File: src/hdl/csfa_pkg.sv
// Shared types and constants for the CAN slot frame aggregator.
package csfa_pkg;

    localparam int FRAME_BYTES  = 8;
    localparam int RESULT_LIMIT = 16;
    localparam int BUS_W        = 3;
    localparam int IDENT_W      = 29;
    localparam int GEOM_W       = 4;
    localparam int KEY_W        = BUS_W + IDENT_W + 2 * GEOM_W;
    localparam int DATA_W       = 8 * FRAME_BYTES;
    localparam int STATUS_W     = 3;

    typedef enum logic [1:0] {
        REQ_INGEST = 2'd0,
        REQ_CLEAR  = 2'd1,
        REQ_FLUSH  = 2'd2
    } csfa_req_t;

    typedef enum logic [STATUS_W-1:0] {
        STS_OK          = 3'd0,
        STS_IGNORED     = 3'd1,
        STS_ZERO_SIZE   = 3'd2,
        STS_INDEX_RANGE = 3'd3,
        STS_OVER_BYTES  = 3'd4,
        STS_TABLE_FULL  = 3'd5,
        STS_NO_FRAMES   = 3'd6
    } csfa_status_t;

    typedef enum logic [2:0] {
        ST_IDLE,
        ST_DECODE,
        ST_SCAN,
        ST_READ,
        ST_EMIT
    } csfa_state_t;

    // Commands from the controller to the datapath.
    typedef struct packed {
        logic capture;
        logic finish;
        logic scan_init;
        logic scan_step;
        logic emit_frame;
    } csfa_cmd_t;

    // Status from the datapath to the controller.
    typedef struct packed {
        logic flush_frames;
        logic out_free;
        logic scan_last;
        logic frame_last;
    } csfa_sts_t;

endpackage

File: src/hdl/csfa_ctrl.sv
// Controller state machine sequencing decode, flush scans and result loads.
module csfa_ctrl
    import csfa_pkg::*;
(
    input  logic      clk,
    input  logic      rst_n,
    input  logic      req_valid,
    output logic      req_ready,
    input  csfa_sts_t sts,
    output csfa_cmd_t cmd
);

    csfa_state_t state_reg;
    csfa_state_t state_next;

    always_ff @(posedge clk or negedge rst_n)
    begin
        if (!rst_n)
        begin
            state_reg <= ST_IDLE;
        end
        else
        begin
            state_reg <= state_next;
        end
    end

    always_comb
    begin
        state_next = state_reg;
        case (state_reg)
            ST_IDLE:
            begin
                if (req_valid)
                begin
                    state_next = ST_DECODE;
                end
            end
            ST_DECODE:
            begin
                if (sts.flush_frames)
                begin
                    state_next = ST_SCAN;
                end
                else if (sts.out_free)
                begin
                    state_next = ST_IDLE;
                end
            end
            ST_SCAN:
            begin
                if (sts.scan_last)
                begin
                    state_next = ST_READ;
                end
            end
            ST_READ:
            begin
                state_next = ST_EMIT;
            end
            ST_EMIT:
            begin
                if (sts.out_free)
                begin
                    state_next = sts.frame_last ? ST_IDLE : ST_SCAN;
                end
            end
            default:
            begin
                state_next = ST_IDLE;
            end
        endcase
    end

    always_comb
    begin
        cmd       = '0;
        req_ready = 1'b0;
        case (state_reg)
            ST_IDLE:
            begin
                req_ready   = 1'b1;
                cmd.capture = req_valid;
            end
            ST_DECODE:
            begin
                cmd.scan_init = sts.flush_frames;
                cmd.finish    = !sts.flush_frames && sts.out_free;
            end
            ST_SCAN:
            begin
                cmd.scan_step = 1'b1;
            end
            ST_EMIT:
            begin
                cmd.emit_frame = sts.out_free;
            end
            default:
            begin
                cmd = '0;
            end
        endcase
    end

endmodule

File: src/hdl/csfa_dp.sv
// Datapath: command registers, group table, frame memory, flush scan and result register.
module csfa_dp
    import csfa_pkg::*;
#(
    parameter int MAX_GROUPS = 16
)
(
    input  logic                clk,
    input  logic                rst_n,
    input  csfa_cmd_t           cmd,
    output csfa_sts_t           sts,
    input  logic [1:0]          req_type,
    input  logic                cmd_valid,
    input  logic [BUS_W-1:0]    bus_number,
    input  logic [IDENT_W-1:0]  frame_ident,
    input  logic [GEOM_W-1:0]   slot_width,
    input  logic [GEOM_W-1:0]   slot_total,
    input  logic [GEOM_W-1:0]   slot_position,
    input  logic [DATA_W-1:0]   slot_payload,
    input  logic                res_ready,
    output logic                res_valid,
    output logic [BUS_W-1:0]    out_bus,
    output logic [IDENT_W-1:0]  out_ident,
    output logic [DATA_W-1:0]   out_data,
    output logic [STATUS_W-1:0] status,
    output logic                last_result
);

    localparam int IW = (MAX_GROUPS > 1) ? $clog2(MAX_GROUPS) : 1;
    localparam int CW = $clog2(MAX_GROUPS + 1);
    localparam int NW = (CW > 5) ? CW : 5;

    // Captured command.
    logic [1:0]         type_reg;
    logic               cmdv_reg;
    logic [BUS_W-1:0]   bus_reg;
    logic [IDENT_W-1:0] ident_reg;
    logic [GEOM_W-1:0]  width_reg;
    logic [GEOM_W-1:0]  total_reg;
    logic [GEOM_W-1:0]  pos_reg;
    logic [DATA_W-1:0]  payload_reg;

    // Group table.
    logic [MAX_GROUPS-1:0] used_reg;
    logic [KEY_W-1:0]      key_reg [MAX_GROUPS];
    logic [CW-1:0]         count_reg;
    logic [DATA_W-1:0]     frame_mem [MAX_GROUPS];
    logic [DATA_W-1:0]     rd_data_reg;

    // Flush scan.
    logic [IW-1:0]    scan_idx_reg;
    logic [IW-1:0]    best_idx_reg;
    logic [KEY_W-1:0] best_key_reg;
    logic             best_valid_reg;
    logic [KEY_W-1:0] prev_key_reg;
    logic             prev_valid_reg;
    logic [NW-1:0]    frame_cnt_reg;

    // Result register.
    logic                res_valid_reg;
    logic [BUS_W-1:0]    out_bus_reg;
    logic [IDENT_W-1:0]  out_ident_reg;
    logic [DATA_W-1:0]   out_data_reg;
    logic [STATUS_W-1:0] status_reg;
    logic                last_reg;

    logic [KEY_W-1:0]    key_cmd;
    logic                match_any;
    logic [IW-1:0]       match_idx;
    logic                free_any;
    logic [IW-1:0]       free_idx;
    logic [7:0]          geom_prod;
    logic [7:0]          offs_prod;
    logic [2:0]          offs;
    logic [4:0]          offs_end;
    logic [FRAME_BYTES-1:0] byte_sel;
    logic [DATA_W-1:0]   shifted;
    logic [DATA_W-1:0]   wr_word;
    logic [IW-1:0]       wr_addr;
    csfa_status_t        ingest_code;
    csfa_status_t        finish_code;
    logic                commit;
    logic                alloc;
    logic                do_clear;
    logic                out_free;
    logic [KEY_W-1:0]    cand_key;
    logic                cand_ok;
    logic                scan_last;
    logic [NW-1:0]       frame_limit;
    logic [NW-1:0]       count_ext;
    logic                frame_last;

    assign key_cmd = {bus_reg, ident_reg, width_reg, total_reg};

    always_comb
    begin
        match_any = 1'b0;
        match_idx = '0;
        free_any  = 1'b0;
        free_idx  = '0;
        // Walking down leaves the lowest free entry selected.
        for (int i = MAX_GROUPS - 1; i >= 0; i--)
        begin
            if (used_reg[i] && (key_reg[i] == key_cmd))
            begin
                match_any = 1'b1;
                match_idx = IW'(i);
            end
            if (!used_reg[i])
            begin
                free_any = 1'b1;
                free_idx = IW'(i);
            end
        end
    end

    assign geom_prod = {4'b0, width_reg} * {4'b0, total_reg};
    assign offs_prod = {4'b0, pos_reg} * {4'b0, width_reg};
    assign offs      = offs_prod[2:0];
    assign offs_end  = {2'b0, offs} + {1'b0, width_reg};
    assign shifted   = payload_reg << {offs, 3'b000};

    always_comb
    begin
        for (int b = 0; b < FRAME_BYTES; b++)
        begin
            byte_sel[b]       = (5'(b) >= {2'b0, offs}) && (5'(b) < offs_end);
            wr_word[8*b +: 8] = byte_sel[b] ? shifted[8*b +: 8] : 8'h00;
        end
    end

    always_comb
    begin
        if (!cmdv_reg)
        begin
            ingest_code = STS_IGNORED;
        end
        else if ((width_reg == '0) || (total_reg == '0))
        begin
            ingest_code = STS_ZERO_SIZE;
        end
        else if (pos_reg >= total_reg)
        begin
            ingest_code = STS_INDEX_RANGE;
        end
        else if (geom_prod > 8'(FRAME_BYTES))
        begin
            ingest_code = STS_OVER_BYTES;
        end
        else if (!match_any && !free_any)
        begin
            ingest_code = STS_TABLE_FULL;
        end
        else
        begin
            ingest_code = STS_OK;
        end
    end

    always_comb
    begin
        case (type_reg)
            REQ_INGEST: finish_code = ingest_code;
            REQ_CLEAR:  finish_code = STS_OK;
            REQ_FLUSH:  finish_code = STS_NO_FRAMES;
            default:    finish_code = STS_IGNORED;
        endcase
    end

    assign commit   = cmd.finish && (type_reg == REQ_INGEST) && (ingest_code == STS_OK);
    assign alloc    = commit && !match_any;
    assign do_clear = cmd.finish && (type_reg == REQ_CLEAR);
    assign wr_addr  = match_any ? match_idx : free_idx;
    assign out_free = !res_valid_reg || res_ready;

    assign cand_key  = key_reg[scan_idx_reg];
    assign cand_ok   = used_reg[scan_idx_reg]
                     && (!prev_valid_reg || (cand_key > prev_key_reg))
                     && (!best_valid_reg || (cand_key < best_key_reg));
    assign scan_last = (scan_idx_reg == IW'(MAX_GROUPS - 1));

    assign count_ext   = NW'(count_reg);
    assign frame_limit = (count_ext > NW'(RESULT_LIMIT)) ? NW'(RESULT_LIMIT) : count_ext;
    assign frame_last  = ((frame_cnt_reg + NW'(1)) == frame_limit);

    assign sts.flush_frames = (type_reg == REQ_FLUSH) && (count_reg != '0);
    assign sts.out_free     = out_free;
    assign sts.scan_last    = scan_last;
    assign sts.frame_last   = frame_last;

    always_ff @(posedge clk)
    begin
        if (cmd.capture)
        begin
            type_reg    <= req_type;
            cmdv_reg    <= cmd_valid;
            bus_reg     <= bus_number;
            ident_reg   <= frame_ident;
            width_reg   <= slot_width;
            total_reg   <= slot_total;
            pos_reg     <= slot_position;
            payload_reg <= slot_payload;
        end
    end

    always_ff @(posedge clk or negedge rst_n)
    begin
        if (!rst_n)
        begin
            used_reg  <= '0;
            count_reg <= '0;
        end
        else if (do_clear)
        begin
            used_reg  <= '0;
            count_reg <= '0;
        end
        else if (alloc)
        begin
            used_reg[free_idx] <= 1'b1;
            count_reg          <= count_reg + CW'(1);
        end
    end

    always_ff @(posedge clk)
    begin
        if (alloc)
        begin
            key_reg[free_idx] <= key_cmd;
        end
    end

    // A new group writes every byte so the bytes outside the slot start at zero.
    always_ff @(posedge clk)
    begin
        for (int b = 0; b < FRAME_BYTES; b++)
        begin
            if (commit && (byte_sel[b] || alloc))
            begin
                frame_mem[wr_addr][8*b +: 8] <= wr_word[8*b +: 8];
            end
        end
        rd_data_reg <= frame_mem[best_idx_reg];
    end

    always_ff @(posedge clk or negedge rst_n)
    begin
        if (!rst_n)
        begin
            scan_idx_reg   <= '0;
            best_valid_reg <= 1'b0;
            prev_valid_reg <= 1'b0;
            frame_cnt_reg  <= '0;
        end
        else if (cmd.scan_init)
        begin
            scan_idx_reg   <= '0;
            best_valid_reg <= 1'b0;
            prev_valid_reg <= 1'b0;
            frame_cnt_reg  <= '0;
        end
        else if (cmd.scan_step)
        begin
            scan_idx_reg <= scan_last ? '0 : scan_idx_reg + IW'(1);
            if (cand_ok)
            begin
                best_valid_reg <= 1'b1;
            end
        end
        else if (cmd.emit_frame)
        begin
            best_valid_reg <= 1'b0;
            prev_valid_reg <= 1'b1;
            frame_cnt_reg  <= frame_cnt_reg + NW'(1);
        end
    end

    always_ff @(posedge clk)
    begin
        if (cmd.scan_step && cand_ok)
        begin
            best_idx_reg <= scan_idx_reg;
            best_key_reg <= cand_key;
        end
        if (cmd.emit_frame)
        begin
            prev_key_reg <= best_key_reg;
        end
    end

    always_ff @(posedge clk or negedge rst_n)
    begin
        if (!rst_n)
        begin
            res_valid_reg <= 1'b0;
        end
        else if (cmd.finish || cmd.emit_frame)
        begin
            res_valid_reg <= 1'b1;
        end
        else if (res_ready)
        begin
            res_valid_reg <= 1'b0;
        end
    end

    always_ff @(posedge clk)
    begin
        if (cmd.finish)
        begin
            out_bus_reg   <= '0;
            out_ident_reg <= '0;
            out_data_reg  <= '0;
            status_reg    <= finish_code;
            last_reg      <= 1'b1;
        end
        else if (cmd.emit_frame)
        begin
            out_bus_reg   <= best_key_reg[KEY_W-1 -: BUS_W];
            out_ident_reg <= best_key_reg[2*GEOM_W +: IDENT_W];
            out_data_reg  <= rd_data_reg;
            status_reg    <= STS_OK;
            last_reg      <= frame_last;
        end
    end

    assign res_valid   = res_valid_reg;
    assign out_bus     = out_bus_reg;
    assign out_ident   = out_ident_reg;
    assign out_data    = out_data_reg;
    assign status      = status_reg;
    assign last_result = last_reg;

    // The group count tracks the number of occupied entries.
    a_count_matches: assert property (@(posedge clk) disable iff (!rst_n)
        count_reg == CW'($countones(used_reg)))
        else $error("group count differs from occupied entries");

    // Every emitted frame comes from a scan that found a group.
    a_emit_found: assert property (@(posedge clk) disable iff (!rst_n)
        cmd.emit_frame |-> best_valid_reg)
        else $error("frame emitted without a selected group");

    // A new group is only placed in a free entry.
    a_alloc_free: assert property (@(posedge clk) disable iff (!rst_n)
        alloc |-> (free_any && !used_reg[free_idx]))
        else $error("allocation into an occupied entry");

    // Flushed frames come out in strictly ascending key order.
    a_flush_order: assert property (@(posedge clk) disable iff (!rst_n)
        (cmd.emit_frame && prev_valid_reg) |-> (best_key_reg > prev_key_reg))
        else $error("flush order is not ascending");

endmodule

File: src/hdl/can_slot_frame_aggregator.sv
// Ingest, clear and other requests load their single status beat when the decode state ends,
// which it does once the result register is free.
// Flush: the decode state starts a key scan over the table; each frame beat then follows the
// scan and one registered frame memory read, and is loaded once the result register is free.
// An empty table answers like an ingest, with a single status beat.
// One request at a time: the next is taken the cycle after the last beat is loaded,
// even while that beat waits.
// Reset clears the occupancy bits and group count at once; no clearing pass is needed.
module can_slot_frame_aggregator
    import csfa_pkg::*;
#(
    parameter int MAX_GROUPS = 16
)
(
    input  logic                clk,
    input  logic                rst_n,
    input  logic                req_valid,
    output logic                req_ready,
    input  logic [1:0]          req_type,
    input  logic                cmd_valid,
    input  logic [BUS_W-1:0]    bus_number,
    input  logic [IDENT_W-1:0]  frame_ident,
    input  logic [GEOM_W-1:0]   slot_width,
    input  logic [GEOM_W-1:0]   slot_total,
    input  logic [GEOM_W-1:0]   slot_position,
    input  logic [DATA_W-1:0]   slot_payload,
    output logic                res_valid,
    input  logic                res_ready,
    output logic [BUS_W-1:0]    out_bus,
    output logic [IDENT_W-1:0]  out_ident,
    output logic [DATA_W-1:0]   out_data,
    output logic [STATUS_W-1:0] status,
    output logic                last_result
);

    csfa_cmd_t cmd;
    csfa_sts_t sts;

    csfa_ctrl u_ctrl (
        .clk       (clk),
        .rst_n     (rst_n),
        .req_valid (req_valid),
        .req_ready (req_ready),
        .sts       (sts),
        .cmd       (cmd)
    );

    csfa_dp #(
        .MAX_GROUPS (MAX_GROUPS)
    ) u_dp (
        .clk           (clk),
        .rst_n         (rst_n),
        .cmd           (cmd),
        .sts           (sts),
        .req_type      (req_type),
        .cmd_valid     (cmd_valid),
        .bus_number    (bus_number),
        .frame_ident   (frame_ident),
        .slot_width    (slot_width),
        .slot_total    (slot_total),
        .slot_position (slot_position),
        .slot_payload  (slot_payload),
        .res_ready     (res_ready),
        .res_valid     (res_valid),
        .out_bus       (out_bus),
        .out_ident     (out_ident),
        .out_data      (out_data),
        .status        (status),
        .last_result   (last_result)
    );

endmodule

File: config.mk
export PLATFORM = sky130hd
export DESIGN_NAME = can_slot_frame_aggregator
export DESIGN_NICKNAME = d
export VERILOG_FILES = /design/src/hdl/csfa_pkg.sv /design/src/hdl/csfa_ctrl.sv /design/src/hdl/csfa_dp.sv /design/src/hdl/can_slot_frame_aggregator.sv
export SDC_FILE = /design/constraint.sdc
export NUM_CORES = 2
export LEC_CHECK = 0
export BUFFER_PORTS_ARGS = -buffer_cell sky130_fd_sc_hd__buf_2
export CAP_MARGIN = 30
export CORE_ASPECT_RATIO = 0.6
export CORE_MARGIN = 4
export CORE_UTILIZATION = 60
export CTS_BUF_LIST = sky130_fd_sc_hd__clkbuf_16
export DETAILED_ROUTE_END_ITERATION = 10
export PLACE_DENSITY = 0.82
export SKIP_CTS_REPAIR_TIMING = 1
export SYNTH_ARGS = -nofsm -noshare
export SYNTH_HDL_FRONTEND = slang
export SYNTH_SLANG_ARGS = --single-unit
File: constraint.sdc
create_clock -name clk -period 9.2 [get_ports clk]
set_input_delay 1.84 -clock clk [delete_from_list [all_inputs] [get_ports clk]]
set_output_delay 1.84 -clock clk [all_outputs]
set_load 0.03 [all_outputs]
## After elaboration in Yosys (flattened, before gate mapping)

Memories as Yosys holds them, arrays and structs flattened. A register that Yosys moved wholly into a read port is not among the register bits.
Cells that the tools add are included.

- Register bits: 331
- Memory bits (writable): 1664
- Output and inout bits: 102
- Word-level logic and storage cells: 298
- Memories: 2

- $add $sub $neg: 4
- Multipliers: 2
- $lt $le $gt $ge: 23
- Equality and inequality tests: 30
- Shift operators: 1
- Mux-type cells: 135
- Bitwise gates (word level): 1
- Reduce and logical (&&, ||, !) cells: 76

Memories:

| memory | words | bits a word | rd ports | clocked after memory_dff | wr ports | RTL line | RTL |
|---|---|---|---|---|---|---|---|
| u_dp.frame_mem | 16 | 64 | 1 | 1 | 1 | csfa_dp.sv:47 | `logic [DATA_W-1:0] frame_mem [MAX_GROUPS];` |
| u_dp.key_reg | 16 | 40 | 17 | 0 | 1 | csfa_dp.sv:45 | `logic [KEY_W-1:0] key_reg [MAX_GROUPS];` |

Operators by type and width:

| operator | number |
|---|---|
| == test 40 bit | 16 |
| two-way mux 4 bit | 36 |
| two-way mux 1 bit | 65 |
| two-way mux 8 bit | 8 |
| left shift 64 x 6 -> 64 bit | 1 |
| logical AND 1 bit | 42 |
| greater-than comparator 40 bit | 1 |
| less-than comparator 40 bit | 1 |
| two-way mux 3 bit | 12 |
| two-way mux 16 bit | 2 |
| two-way mux 5 bit | 6 |
| less-than comparator 3 x 5 -> 1 bit, first input constant | 4 |
| OR 16 bit | 1 |
| case mux 3 bit (5 select lines) | 1 |
| logical OR 1 bit | 13 |
| adder 5 x 1 -> 5 bit, second input constant | 2 |
| less-than comparator 1 x 5 -> 1 bit, first input constant | 2 |
| less-than comparator 2 x 5 -> 1 bit, first input constant | 2 |
| less-than comparator 4 x 5 -> 1 bit, second input constant | 2 |
| nonzero test 2 bit | 5 |
| greater-or-equal comparator 3 bit, first input constant | 3 |
| case mux 3 bit (3 select lines) | 1 |
| greater-than comparator 8 x 4 -> 1 bit, second input constant | 1 |
| logical NOT 4 bit | 2 |
| 30 further kinds | 43 |

## Longest topological paths before layout

An unclocked memory read counts as a cell.

- Word-level depth: 33
- Mapped depth: 20

## By module

From an unflattened synthesis, not the netlist that was laid out.

- Cells, all modules: 5629
- Area, all modules: 91012.3 um2

Modules (own cells, without submodules):

| module | times used | cells each | area each (um2) |
|---|---|---|---|
| csfa_dp | 1 | 5603 | 90803.3 |
| csfa_ctrl | 1 | 26 | 209.0 |

## Least setup slack after synthesis

Ideal clock, no wire load.

- Path type: flip-flop to flip-flop
- Start: reg u_dp.width_reg[2]
- End: mem u_dp.key_reg[14][0] (netlist bit) (enable)
- Library setup time: 0.540 ns
- Data arrival time: 7.843 ns
- Required time: 8.660 ns
- Path slack: 0.817 ns
- Stages on the path, launching flop included: 16
- Buffers on the path: 3
- Cells stage by stage: edfxtp_1 -> buf_2 -> buf_4 -> buf_4 -> nand2_1 -> fa_1 -> fa_1 -> fa_1 -> xor2_1 -> o21a_1 -> o221ai_1 -> nor2_1 -> nand2_1 -> nor3_1 -> nand2_1 -> nor4_1

- Longest elaborated chain between the ends: 30

Ends and longest elaborated chain:

| item | RTL line | RTL |
|---|---|---|
| from (decl) | csfa_dp.sv:38 | `logic [GEOM_W-1:0] width_reg;` |
| from (signal assigned) | csfa_dp.sv:199 | `width_reg <= slot_width;` |
| == test 40 bit | csfa_dp.sv:104 | `if (used_reg[i] && (key_reg[i] == key_cmd))` |
| logical AND 1 bit | csfa_dp.sv:104 |  |
| two-way mux 1 bit (16 in series) | csfa_dp.sv:104 |  |
| logical NOT 1 bit | csfa_dp.sv:150, csfa_dp.sv:171 |  |
| logical AND 1 bit | csfa_dp.sv:150 | `else if (!match_any && !free_any)` |
| two-way mux 3 bit | csfa_dp.sv:150 |  |
| two-way mux 3 bit | csfa_dp.sv:146 | `else if (geom_prod > 8'(FRAME_BYTES))` |
| two-way mux 3 bit | csfa_dp.sv:142 | `else if (pos_reg >= total_reg)` |
| two-way mux 3 bit | csfa_dp.sv:138 | `else if ((width_reg == '0) \|\| (total_reg == '0))` |
| two-way mux 3 bit | csfa_dp.sv:134 | `if (!cmdv_reg)` |
| logical NOT 3 bit | csfa_dp.sv:170 | `assign commit = cmd.finish && (type_reg == REQ_INGEST) && (ingest_code == STS_OK);` |
| logical AND 1 bit | csfa_dp.sv:170 |  |
| logical AND 1 bit (*) | csfa_dp.sv:171 | `assign alloc = commit && !match_any;` |
| two-way mux 1 bit (*) | csfa_dp.sv:227 | `if (alloc)` |
| two-way mux 1 bit (implied by the code) (*) | csfa_dp.sv:229 | `key_reg[free_idx] <= key_cmd;` |
| to (decl) | csfa_dp.sv:45 |  |

Every way passes the cells marked *; elsewhere a longest branch is shown, timed or not.

## Worst setup path after layout

- Start: reg u_dp.width_reg[1]
- End: mem u_dp.frame_mem[14][5] (netlist bit) (enable)

- Longest elaborated chain between the ends: 32

Ends and longest elaborated chain:

| item | RTL line | RTL |
|---|---|---|
| == test 40 bit | csfa_dp.sv:104 |  |
| logical AND 1 bit | csfa_dp.sv:104 |  |
| two-way mux 1 bit (16 in series) | csfa_dp.sv:104 |  |
| logical NOT 1 bit | csfa_dp.sv:150, csfa_dp.sv:171 |  |
| logical AND 1 bit | csfa_dp.sv:150 |  |
| two-way mux 3 bit | csfa_dp.sv:150 |  |
| two-way mux 3 bit | csfa_dp.sv:146 |  |
| two-way mux 3 bit | csfa_dp.sv:142 |  |
| two-way mux 3 bit | csfa_dp.sv:138 |  |
| two-way mux 3 bit | csfa_dp.sv:134 |  |
| logical NOT 3 bit | csfa_dp.sv:170 |  |
| logical AND 1 bit | csfa_dp.sv:170 |  |
| logical AND 1 bit | csfa_dp.sv:171 |  |
| logical OR 1 bit | csfa_dp.sv:238 | `if (commit && (byte_sel[b] \|\| alloc))` |
| logical AND 1 bit | csfa_dp.sv:238 |  |
| two-way mux 1 bit | csfa_dp.sv:238 |  |
| two-way mux 1 bit (implied by the code) | csfa_dp.sv:240 | `frame_mem[wr_addr][8*b +: 8] <= wr_word[8*b +: 8];` |
| to (decl) | csfa_dp.sv:47 |  |

Parallel ways exist; a longest one is shown, timed or not.

==> results.cfg <==
[outcome]
status = finished, final reports clean

[timing]
setup_viol = 0
period_share_pct = 73.9
fmax_ghz = 0.147
finalHoldViolCount = 0
finalSetupTns_ns = 0
maxSlewViolCount = 0
relSlewSlack_pct = 18.8
worst_pin_slew_ns = 1.21
worst_hold_slack_ns = 0.427
fin_skew_ns = 0.0369
rsz0062_at_grt = no
post-route-min-period_ns = 6.80

[yosys]
syn_inst = 5439
synth-edff-count = 1862
synth-seq-cells = 2059
ys_warn_count = 0
synth-main-ff-cell = edfxtp_1
syn_area_um2 = 90600
syn-num-nets = 5664
seq_area_frac_synth_pct = 66.2
syn_avg_cell_area_um2 = 16.7
ys_types = 94
async_reset_ff_share_pct = 1.75

[floorplan]
rows = 110
io_pins = 217
coreArea_um2 = 150000
die_h_um = 309
chipWidth_um = 510
dieArea_um2 = 158000
start_util_pct = 60.4

[critical_path]
regToRegSetupSlack_ns = 2.40
cp-end-kind = flop
cp_max_fo = 28
worstSetupPathType = flop to flop
r2r_start = u_dp.width_reg[1]
crit_required_ns = 9.66
cp.arrival_ns = 7.26
startpoint = u_dp.width_reg[1]
start_kind = flop

[finish]
fin_nets = 5995
largest_register_ff_count = 1024
syn2layout_area_growth_pct = 11.5
fill_cells = 9755
final_cell_mix = edfxtp_1 (1862), xnor2_1 (608), mux4_2 (525), nand4_1 (298), nand2_1 (279)
mostFrequentLayoutCell = edfxtp_1
final_area_um2 = 101000
area.sequential_um2 = 60000
multi_input_comb_area_um2 = 29000
drive_gt1_share_pct = 23.6

[clock_network]
clkLatencyLatePin_ns = 0.85
htreeDepth = 4
clockBufferDepth = 3
clkSinkCount = 2059
cts_tree = yes
root_buffer = clkbuf_16
clkTransAtPathRegs_ns = 0.07
cts_buffers = 182

[detailed_routing]
drc = 0
drt_iter0_drc = 10800
via_per_inst = 7.19
ant_nets = 0
via_count = 57200
wl_mm = 314
dr.pass1.iters = 6
wl_per_cell_um = 39.5

[global_route]
antenna_found_initial = 39
grt_pass1_vias = 52600
grt_pass1_wl_mm = 430
grt_usage_pct = 39.8
grt_max_degree = 165
grt_overflow = 0

[pwr]
p_sw_share_pct = 37.0
p_per_area_nw_per_um2 = 297
power_frac_comb_pct = 32.0
power.internal_uw = 18900
p_leak_uw = 0.0329
ir_drop_v = 0.000238
p_seq_share_pct = 41.6
clockPowerShare_pct = 26.4
p_sw_uw = 11100

[min_path]
hold_path_class = flop to flop
hold_start = u_dp.rd_data_reg[32]

[flow_run]
cap_violations = 0

[placed_design]
placed_area_um2 = 94600
portBuffers = 216
gp_congestion = 1.08
dp_hpwl_mm = 221
## critical path, cell delays in order (launching register included)
cell and delay, ns:
edfxtp_1 0.64, buf_4 0.36, xnor2_1 0.62, nand4_1 0.21, nor4_1 1.04, nand4_1 0.41, nand4_1 0.48, or4_1 0.55
o21a_2 0.19, buf_4 0.61, nand2_1 0.33, nor4bb_2 0.94
## synth_stat cells (20+ instances only)
cell type  instances  area share, %
edfxtp_1        1862             62
xnor2_1          608            5.9
mux4_2           525             13
nand4_1          298            2.1
nand2_1          279            1.2
dfxtp_1          161            3.6
nor3_1           158           0.87
clkbuf_1         145           0.60
o21ai_0          131           0.72
inv_1            124           0.51
nand3_1          115           0.63
ha_1             105            1.4
nor2_1            99           0.41
nor4_1            76           0.52
a21oi_1           75           0.41
nand2b_1          70           0.48
mux2i_1           57           0.63
buf_1             51           0.21
buf_4             51           0.42
buf_2             47           0.26
dfrtp_1           36           0.99
a21o_1            30           0.25
nor3b_2           22           0.30
and2_1            21           0.14
and3_1            21           0.14
nand3_2           21           0.23
a211oi_1          20           0.17
## power groups by stage
| stage | logic [µW] | registers [µW] | clock network, µW |
|---|---|---|---|
| floorplan | 4570 | 12800 | 0 |
| global placement | 8780 | 12700 | 0 |
| detailed placement | 8970 | 12700 | 0 |
| CTS | 9050 | 12500 | 7930 |
| global route | 9850 | 12500 | 8340 |
| finish | 9630 | 12500 | 7930 |
## area by class of cell
type / instances / share of cell area, %
Clock buffer: 188 / 4.65
Sequential cell: 2059 / 59.4
Clock inverter: 153 / 1.35
Tap cell: 2016 / 2.50
Antenna cell: 12 / 0.0297
Inverter: 130 / 0.485
Multi-Input combinational cell: 2949 / 28.7
Timing Repair Buffer: 448 / 2.90
## stage by stage
stage / total power [µW] / setup slack [ns] / std cells / utilization (%)
2_1_floorplan: 17400 / 0.817 / 5439 / -
3_3_place_gp: 21500 / 2.71 / 7514 / 62.9
3_5_place_dp: 21700 / 2.41 / 7542 / 63.0
4_1_cts: 29500 / 2.36 / 7883 / 67.1
5_1_grt: 30700 / 2.22 / 7952 / 67.4
6_report: 30100 / 2.40 / 7955 / 67.4
## per-layer routing
layer	vias up	wire [µm]	share of wire (%)	global-route usage (%)
met2	5260	121000	38	49.4
met1	29200	121000	38	60.1
met3	491	65800	21	23.7
li1	22200	-	-	-
met4	38	6580	2.1	7.63
met5	-	370	0.12	1.60
## kinds of logic after synthesis
group | Yosys count | share of synthesized area [%]
xor+xnor | 622 | 6.02
simple gates | 1257 | 7.66
fa+ha+maj | 110 | 1.56
compound gates | 376 | 2.70
flops | 2059 | 66.2
mux | 584 | 13.7
buf+inv | 431 | 2.12
## final timing paths
| check | to | cells past startpoint |
|---|---|---|
| hold reg to reg | u_dp.out_data[32] | 2 |
| setup reg to reg | u_dp.frame_mem[14][5] | 11 |
| max in group asynchronous | u_dp.scan_idx_reg[1] | 2 |
| hold / removal | u_dp.out_data[32] | 2 |
| min in group asynchronous | u_dp.prev_valid_reg | 2 |
| setup / recovery | u_dp.frame_mem[14][5] | 11 |
No activity file was read; power rests on OpenSTA's default activity.
